## src/mntp_pkg.sv

```systemverilog
package mntp_pkg;

  // Event queue geometry.
  localparam int unsigned EvqDepth = 4;
  localparam int unsigned EvqAw    = 2;
  localparam int unsigned EvqCw    = 3;

  // One character of note text with its end-of-argument flag.
  typedef struct packed {
    logic [7:0] char_code;
    logic       end_of_text;
  } in_t;

  // One note or rest event.
  typedef struct packed {
    logic       is_rest;
    logic [3:0] semitone;
    logic [3:0] octave;
    logic [6:0] duration_denominator;
    logic       dotted;
    logic       last_of_run;
  } out_t;

  // Everything one character produces: zero, one or two events.
  typedef struct packed {
    logic [1:0] cnt;
    out_t       ev0;
    out_t       ev1;
  } mntp_res_t;

endpackage

```

## src/mntp_parser.sv

```systemverilog
module mntp_parser (
  input  logic                clk_i,
  input  logic                rst_ni,
  input  logic                fire_i,
  input  mntp_pkg::in_t       item_i,
  output mntp_pkg::mntp_res_t res_o
);

  localparam logic [2:0] ModeIdle   = 3'd0;
  localparam logic [2:0] ModeDigits = 3'd1;
  localparam logic [2:0] ModePitch  = 3'd2;
  localparam logic [2:0] ModeSharp  = 3'd3;
  localparam logic [2:0] ModeOctave = 3'd4;
  localparam logic [2:0] ModeRest   = 3'd5;

  localparam logic [6:0] DurMax     = 7'd64;
  localparam logic [6:0] DurDefault = 7'd4;
  localparam logic [3:0] OctDefault = 4'd4;
  localparam logic [3:0] SemiE      = 4'd4;
  localparam logic [3:0] SemiB      = 4'd11;

  localparam logic [7:0] ChSharp  = 8'h23; // '#'
  localparam logic [7:0] ChSharpS = 8'h53; // 'S'
  localparam logic [7:0] ChDot    = 8'h2E; // '.'
  localparam logic [7:0] ChZero   = 8'h30; // '0'
  localparam logic [7:0] ChNine   = 8'h39; // '9'
  localparam logic [7:0] ChRestU  = 8'h52; // 'R'
  localparam logic [7:0] ChRestL  = 8'h72; // 'r'

  logic [2:0] mode_q, mode_d;
  logic [6:0] acc_q, acc_d;
  logic [3:0] semi_q, semi_d;
  logic [3:0] oct_q, oct_d;
  logic       rest_q, rest_d;

  // Builds an event from the pending note; duration is clamped to 1..64.
  function automatic mntp_pkg::out_t mk_event(logic rest, logic [3:0] semi,
                                              logic [3:0] oct, logic [6:0] acc,
                                              logic dot);
    mntp_pkg::out_t e;
    logic [6:0]     d;
    d = (acc > DurMax) ? DurMax : acc;
    if (d == 7'd0) begin
      d = 7'd1;
    end
    e.is_rest              = rest;
    e.semitone             = rest ? 4'd0 : semi;
    e.octave               = rest ? OctDefault : oct;
    e.duration_denominator = d;
    e.dotted               = dot;
    e.last_of_run          = 1'b0;
    return e;
  endfunction

  always_comb begin
    logic [7:0]     c;
    logic           is_digit;
    logic [3:0]     dv;
    logic           st_ok;
    logic [3:0]     st;
    logic           starts;
    logic           is_sharp;
    logic           do_idle;
    logic [10:0]    v;
    mntp_pkg::out_t ea, eb;
    logic           ea_v, eb_v;

    c        = item_i.char_code;
    is_digit = (c >= ChZero) && (c <= ChNine);
    dv       = c[3:0];
    is_sharp = (c == ChSharp) || (c == ChSharpS);
    st_ok    = 1'b1;
    case (c)
      8'h43:   st = 4'd0;  // C
      8'h44:   st = 4'd2;  // D
      8'h45:   st = 4'd4;  // E
      8'h46:   st = 4'd5;  // F
      8'h47:   st = 4'd7;  // G
      8'h41:   st = 4'd9;  // A
      8'h42:   st = 4'd11; // B
      default: begin
        st    = 4'd0;
        st_ok = 1'b0;
      end
    endcase
    starts = st_ok || (c == ChRestU) || (c == ChRestL);

    mode_d  = mode_q;
    acc_d   = acc_q;
    semi_d  = semi_q;
    oct_d   = oct_q;
    rest_d  = rest_q;
    ea      = '0;
    eb      = '0;
    ea_v    = 1'b0;
    eb_v    = 1'b0;
    do_idle = 1'b0;
    v       = {1'b0, acc_q, 3'b000} + {3'b000, acc_q, 1'b0} + {7'd0, dv};

    case (mode_q)
      ModeDigits: begin
        if (is_digit) begin
          acc_d = (v > {4'd0, DurMax}) ? DurMax : v[6:0];
        end else if (starts) begin
          if ((c == ChRestU) || (c == ChRestL)) begin
            rest_d = 1'b1;
            mode_d = ModeRest;
          end else begin
            rest_d = 1'b0;
            semi_d = st;
            mode_d = ModePitch;
          end
        end else begin
          mode_d = ModeIdle;
          acc_d  = DurDefault;
          semi_d = 4'd0;
          oct_d  = OctDefault;
          rest_d = 1'b0;
        end
      end
      ModePitch, ModeSharp: begin
        if ((mode_q == ModePitch) && is_sharp) begin
          // A sharp on E or B is swallowed without changing the pitch.
          if ((semi_q != SemiE) && (semi_q != SemiB)) begin
            semi_d = semi_q + 4'd1;
          end
          mode_d = ModeSharp;
        end else if (is_digit) begin
          oct_d  = dv;
          mode_d = ModeOctave;
        end else begin
          ea      = mk_event(rest_q, semi_q, oct_q, acc_q, c == ChDot);
          ea_v    = 1'b1;
          do_idle = (c != ChDot);
          mode_d  = ModeIdle;
          acc_d   = DurDefault;
          semi_d  = 4'd0;
          oct_d   = OctDefault;
          rest_d  = 1'b0;
        end
      end
      ModeOctave, ModeRest: begin
        ea      = mk_event(rest_q, semi_q, oct_q, acc_q, c == ChDot);
        ea_v    = 1'b1;
        do_idle = (c != ChDot);
        mode_d  = ModeIdle;
        acc_d   = DurDefault;
        semi_d  = 4'd0;
        oct_d   = OctDefault;
        rest_d  = 1'b0;
      end
      default: begin
        do_idle = 1'b1;
      end
    endcase

    // Token start, also used when a closing character begins the next token.
    if (do_idle) begin
      mode_d = ModeIdle;
      acc_d  = DurDefault;
      semi_d = 4'd0;
      oct_d  = OctDefault;
      rest_d = 1'b0;
      if (is_digit) begin
        acc_d  = {3'd0, dv};
        mode_d = ModeDigits;
      end else if ((c == ChRestU) || (c == ChRestL)) begin
        rest_d = 1'b1;
        mode_d = ModeRest;
      end else if (st_ok) begin
        semi_d = st;
        mode_d = ModePitch;
      end
    end

    if (item_i.end_of_text) begin
      if ((mode_d == ModePitch) || (mode_d == ModeSharp) ||
          (mode_d == ModeOctave) || (mode_d == ModeRest)) begin
        eb   = mk_event(rest_d, semi_d, oct_d, acc_d, 1'b0);
        eb_v = 1'b1;
      end
      mode_d = ModeIdle;
      acc_d  = DurDefault;
      semi_d = 4'd0;
      oct_d  = OctDefault;
      rest_d = 1'b0;
    end

    res_o.cnt = {1'b0, ea_v} + {1'b0, eb_v};
    res_o.ev0 = ea_v ? ea : eb;
    res_o.ev0.last_of_run = !(ea_v && eb_v);
    res_o.ev1 = eb;
    res_o.ev1.last_of_run = 1'b1;
  end

  always_ff @(posedge clk_i or negedge rst_ni) begin
    if (!rst_ni) begin
      mode_q <= ModeIdle;
      acc_q  <= DurDefault;
      semi_q <= 4'd0;
      oct_q  <= OctDefault;
      rest_q <= 1'b0;
    end else if (fire_i) begin
      mode_q <= mode_d;
      acc_q  <= acc_d;
      semi_q <= semi_d;
      oct_q  <= oct_d;
      rest_q <= rest_d;
    end
  end

endmodule

```

## src/mntp_evq.sv

```systemverilog
module mntp_evq (
  input  logic                           clk_i,
  input  logic                           rst_ni,
  input  logic                           push_i,
  input  mntp_pkg::mntp_res_t            res_i,
  input  logic                           pop_i,
  output mntp_pkg::out_t                 data_o,
  output logic [mntp_pkg::EvqCw-1:0]     cnt_o
);

  mntp_pkg::out_t                mem_q [mntp_pkg::EvqDepth];
  logic [mntp_pkg::EvqAw-1:0]    wr_q, rd_q;
  logic [mntp_pkg::EvqCw-1:0]    cnt_q;
  logic [1:0]                    n_push;

  assign n_push = push_i ? res_i.cnt : 2'd0;
  assign data_o = mem_q[rd_q];
  assign cnt_o  = cnt_q;

  always_ff @(posedge clk_i) begin
    if (n_push != 2'd0) begin
      mem_q[wr_q] <= res_i.ev0;
    end
    if (n_push == 2'd2) begin
      mem_q[wr_q + 2'd1] <= res_i.ev1;
    end
  end

  always_ff @(posedge clk_i or negedge rst_ni) begin
    if (!rst_ni) begin
      wr_q  <= '0;
      rd_q  <= '0;
      cnt_q <= '0;
    end else begin
      wr_q  <= wr_q + n_push;
      rd_q  <= rd_q + {1'b0, pop_i};
      cnt_q <= cnt_q + {1'b0, n_push} - {2'b00, pop_i};
    end
  end

endmodule

```

## src/music_note_text_parser_unit.sv

```systemverilog
// Note text parser: one character request in, zero to two note events out.
// A character is taken into the input register stage, parsed once the event
// queue has room for two events, and its events are then written into the
// queue, which offers the oldest one on the output. Throughput: one character
// per cycle while the queue has room; the single-read queue pops one event at a time.
// Reset (asynchronous, active low) empties all stages and idles the parser.
module music_note_text_parser_unit (
  input  logic           clk_i,
  input  logic           rst_ni,
  input  logic           in_valid_i,
  output logic           in_ready_o,
  input  mntp_pkg::in_t  in_data_i,
  output logic           out_valid_o,
  input  logic           out_ready_i,
  output mntp_pkg::out_t out_data_o
);

  // Input register stage. It holds one character request until the parser
  // can take it, which needs room for two events in the queue.
  logic                       s1_valid_q;
  mntp_pkg::in_t              s1_data_q;
  logic                       s1_fire;
  logic                       room_ok;
  mntp_pkg::mntp_res_t        res;
  logic [mntp_pkg::EvqCw-1:0] evq_cnt;
  logic                       pop;

  assign room_ok    = (evq_cnt <= mntp_pkg::EvqCw'(mntp_pkg::EvqDepth - 2));
  assign s1_fire    = s1_valid_q && room_ok;
  assign in_ready_o = !s1_valid_q || s1_fire;

  always_ff @(posedge clk_i or negedge rst_ni) begin
    if (!rst_ni) begin
      s1_valid_q <= 1'b0;
    end else if (in_ready_o) begin
      s1_valid_q <= in_valid_i;
    end
  end

  always_ff @(posedge clk_i) begin
    if (in_ready_o && in_valid_i) begin
      s1_data_q <= in_data_i;
    end
  end

  // The parser state advances only when the registered character is consumed;
  // all decoding and event building is a single combinational pass.
  mntp_parser u_parser (
    .clk_i  (clk_i),
    .rst_ni (rst_ni),
    .fire_i (s1_fire),
    .item_i (s1_data_q),
    .res_o  (res)
  );

  // Events wait here so the parser keeps running while the consumer stalls.
  assign pop         = out_valid_o && out_ready_i;
  assign out_valid_o = (evq_cnt != '0);

  mntp_evq u_evq (
    .clk_i  (clk_i),
    .rst_ni (rst_ni),
    .push_i (s1_fire),
    .res_i  (res),
    .pop_i  (pop),
    .data_o (out_data_o),
    .cnt_o  (evq_cnt)
  );

  // The queue never holds more events than it has entries.
  assert property (@(posedge clk_i) disable iff (!rst_ni)
    evq_cnt <= mntp_pkg::EvqCw'(mntp_pkg::EvqDepth))
    else $error("event queue overfilled");

  // A parsed character that produced events makes the output valid next.
  assert property (@(posedge clk_i) disable iff (!rst_ni)
    s1_fire && (res.cnt != 2'd0) |=> out_valid_o)
    else $error("events lost after parse");

  // With two events, only the second closes the run.
  assert property (@(posedge clk_i) disable iff (!rst_ni)
    s1_fire && (res.cnt == 2'd2) |-> !res.ev0.last_of_run && res.ev1.last_of_run)
    else $error("bad last_of_run marking");

endmodule

```

## config.mk

```make
export PLATFORM = sky130hd
export DESIGN_NAME = music_note_text_parser_unit
export DESIGN_NICKNAME = d
export VERILOG_FILES = /design/src/mntp_pkg.sv /design/src/mntp_parser.sv /design/src/mntp_evq.sv /design/src/music_note_text_parser_unit.sv
export SDC_FILE = /design/constraint.sdc
export NUM_CORES = 1
export LEC_CHECK = 0
export BUFFER_PORTS_ARGS = -buffer_cell sky130_fd_sc_hd__buf_2
export CORE_MARGIN = 3
export CORE_UTILIZATION = 45
export CTS_CLUSTER_SIZE = 25
export DETAILED_ROUTE_END_ITERATION = 8
export PLACE_DENSITY = 0.74
export SETUP_SLACK_MARGIN = 0.1
export SLEW_MARGIN = 20
export SYNTH_ARGS = -nofsm -noshare
export SYNTH_HDL_FRONTEND = slang
export SYNTH_SLANG_ARGS = --single-unit
```

## constraint.sdc

```tcl
create_clock -name clk_i -period 6.1 [get_ports clk_i]
set_input_delay 1.525 -clock clk_i [delete_from_list [all_inputs] [get_ports clk_i]]
set_output_delay 1.525 -clock clk_i [all_outputs]
set_load 0.01 [all_outputs]
```

==> results by group <==
Synth
  • Netlist cell types: 71
  • Most common cell in the synthesized netlist: edfxtp_1
  • Syn Inst Count: 568
  • Sequential area share after synthesis: 49.1%
  • Synth top cells by count: edfxtp_1, nand2_1, a21oi_1, o22ai_1, nor2_1
  • Async set-reset flop share out of synthesis: 25.0%
  • Avg Cell Area, Syn: 10.9 um2
  • Synth warnings: 0
  • Largest cells by area after synthesis: edfxtp_1, dfrtp_1, mux4_2
  • Post-synth EDFFs: 73
  • Top cell type by total area after synthesis: edfxtp_1
  • Post-synth top area share: 35.5%
  • Seq cells post-synth: 108
  • Mapped Area: 6180 um2
  • Ys flop type: edfxtp_1
  • Post-Syn Nets: 605

Routing
  • Initial DRC count: 714
  • DRT Pass-1 Iters: 5
  • Routed vias/inst: 6.26
  • Post-route ant nets: 0
  • WL per Instance: 21.6 um
  • Detailed-route via count: 4,831
  • Residual DRC count: 0
  • Final wirelength: 16,700 um

Critical path
  • CP arrival: 4770 ps
  • Crit path max fanout: 17
  • CP endpoint kind: register
  • Stages on the worst setup path: 10
  • Startpoint Class: register
  • Slowest stage cell, crit path: edfxtp_1
  • Buf+Inv Stages, Crit Path: 3
  • Crit path cell chain: nor4b_2 > o2111ai_1 > buf_4 > a31oi_2 > inv_1 > ha_1 > o21ai_1 > nor2_1 > nor2_1 > inv_1
  • Max stage delay on crit path: 620 ps
  • Worst path top cell family by delay: buffers and inverters
  • Crit path kind: register to register
  • R2r worst-path depth: 10
  • WP data required: 6090 ps

GRT
  • Initial antenna violation count: 0
  • Remaining global-route overflow: 0
  • Vias in the first global route: 4,888
  • Total GRT Usage: 23.0%
  • Largest net degree at the start of global routing: 28
  • First-pass GRT wire length: 26,400 um

Placed design
  • Routability cong.: 0.964
  • IO buf count: 32
  • Detailed placer's ending HPWL: 12,300 um
  • Placed Area: 6490 um2

STA
  • Final min period: 4780 ps
  • Unrepaired setup endpoints after global routing: no
  • Final hold slack: 472 ps
  • Final TNS setup: 0 ps
  • Setup violators final: 0
  • Hold Fails Final Rpt: 0
  • Worst clock skew: 6.28 ps
  • Headroom to the max-slew limit: 40.3%
  • Tcrit/Tclk final: 78.3%
  • Final Max Slew Viols: 0
  • Maximum achievable frequency: 0.209 GHz
  • Worst-margin pin slew: 896 ps

Layout
  • Share of cells above drive strength 1: 15.6%
  • Post-route design area: 6790 um2
  • Multi-input gate area: 2970 um2
  • Ant. Diodes: 0
  • Nets: 628
  • Layout area overhead: 9.93%
  • Reg area: 3030 um2
  • Fill cell count: 1,228

CTS
  • Setup bufs post-CTS: 0
  • CTS Sinks: 108
  • Root Buffer: clkbuf_16
  • Quantity of hold-fixing buffers added after cts: 0
  • Clock transition at the registers of the reported paths: 70 ps
  • Clock Latency Late Sink: 360 ps
  • TritonCTS Buffers: 9
  • Post-cts resize count: 0
  • CTS tree: built
  • H-tree levels: 3
  • Clk buf depth: 2

Floorplan
  • Die Ht: 123 um
  • Die outline area: 15,200 um2
  • Site Rows: 42
  • I/O pin count: 33
  • Core Footprint: 13,300 um2
  • Die Span X: 123 um
  • Initial Util: 46.3%

Min path
  • Worst Hold Depth: 1
  • Tightest Hold Check Type: register to register

Flow run
  • Max cap viols: 0

Status
  • Status: completed

Pwr
  • Leakage: 2.34 nW
  • VDD IR max: 148 uV
  • PwrDens: 324 nW/um2
[routing by layer]
metal / share of wire [%] / global-route usage, % / up-vias
met3: 7.6 / 5.31 / 27
li1: - / - / 2221
met4: 2.1 / 8.03 / 0
met2: 49 / 38.5 / 251
met5: 0 / 0 / -
met1: 41 / 29.4 / 2332
[power breakdown]
group	switching, W	total (W)	internal, W
Clock	0.000275	0.000598	0.000323
Combinational	0.000360	0.000668	0.000308
Sequential	0.0000936	0.000934	0.000840
Total	0.000729	0.00220	0.00147
[worst paths after layout]
check	from	end	slack [ps]
setup / recovery	s1_data_q[2]	u_evq.mem_q[1][13]	1320
hold / removal	u_evq.mem_q[1][0]	u_evq.mem_q[1][0]	470
setup reg to reg	s1_data_q[2]	u_evq.mem_q[1][13]	1320
hold reg to reg	u_evq.mem_q[1][0]	u_evq.mem_q[1][0]	470
max in group asynchronous	rst_ni	u_parser.semi_q[1]	4470
min in group asynchronous	rst_ni	u_evq.cnt_o[2]	1190
[cell families (layout without fill, tap and decap cells)]
kind of cell / after synthesis / in the layout / synth area share, %
DFF: 108 / 108 / 49.1
adders and majority gates: 24 / 24 / 5.23
xor gates and xnor gates: 9 / 9 / 1.28
and+or+nand+nor: 178 / 178 / 15.4
buffers and inverters: 45 / 73 / 2.86
muxes: 20 / 20 / 6.91
AOI/OAI and AO/OA: 184 / 184 / 19.3
[cells in the final DEF, fill, tap and decap left out, drive strengths merged, types with 7 or more instances in the layout]
cell type  count
inv           23
nand3          8
or2            8
buf           36
edfxtp        73
a211oi         8
nand2b        17
nor2          36
nor3          11
a21oi         46
o21ai         37
and2           8
nand2         52
dfxtp          8
dfrtp         25
a22oi         10
or3            7
ha            21
o22ai         40
clkbuf        10
mux4          18
[sequential cells by signal, summed over array words and instances, names as in the netlist]
signal and count:
u_evq.mem_q 72, s1_data_q 9, u_parser.acc_q 7, u_parser.oct_q 4, u_parser.semi_q 4, u_evq.cnt_o 3
u_parser.mode_q 3, u_evq.rd_q 2, u_evq.wr_q 2, s1_valid_q 1, u_parser.rest_q 1
[stage by stage]
stage	total power (W)	setup WS, ps	utilization, %	cells
after global placement	0.00160	1630	48.6	756
after CTS	0.00222	1420	50.9	772
after global routing	0.00232	926	50.9	772
final	0.00220	1320	50.9	772
after floorplan	0.00140	2110	-	568
after detailed placement	0.00162	1430	48.6	756
[worst register-to-register path: stages (launching register included)]
cell and delay [ps]:
edfxtp_1 620, nor4b_2 380, o2111ai_1 160, buf_4 210, a31oi_2 510, inv_1 360
ha_1 530, o21ai_1 230, nor2_1 540, nor2_1 250, inv_1 620
[layout make-up]
class / instances / share of cell area, %
Clock buffer: 10 / 3.37
Tap cell: 176 / 3.24
Multi-Input combinational cell: 415 / 43.7
Clock inverter: 6 / 1.05
Timing Repair Buffer: 36 / 2.80
Sequential cell: 108 / 44.6
Inverter: 21 / 1.16
Power figures use the tool's default switching activity.
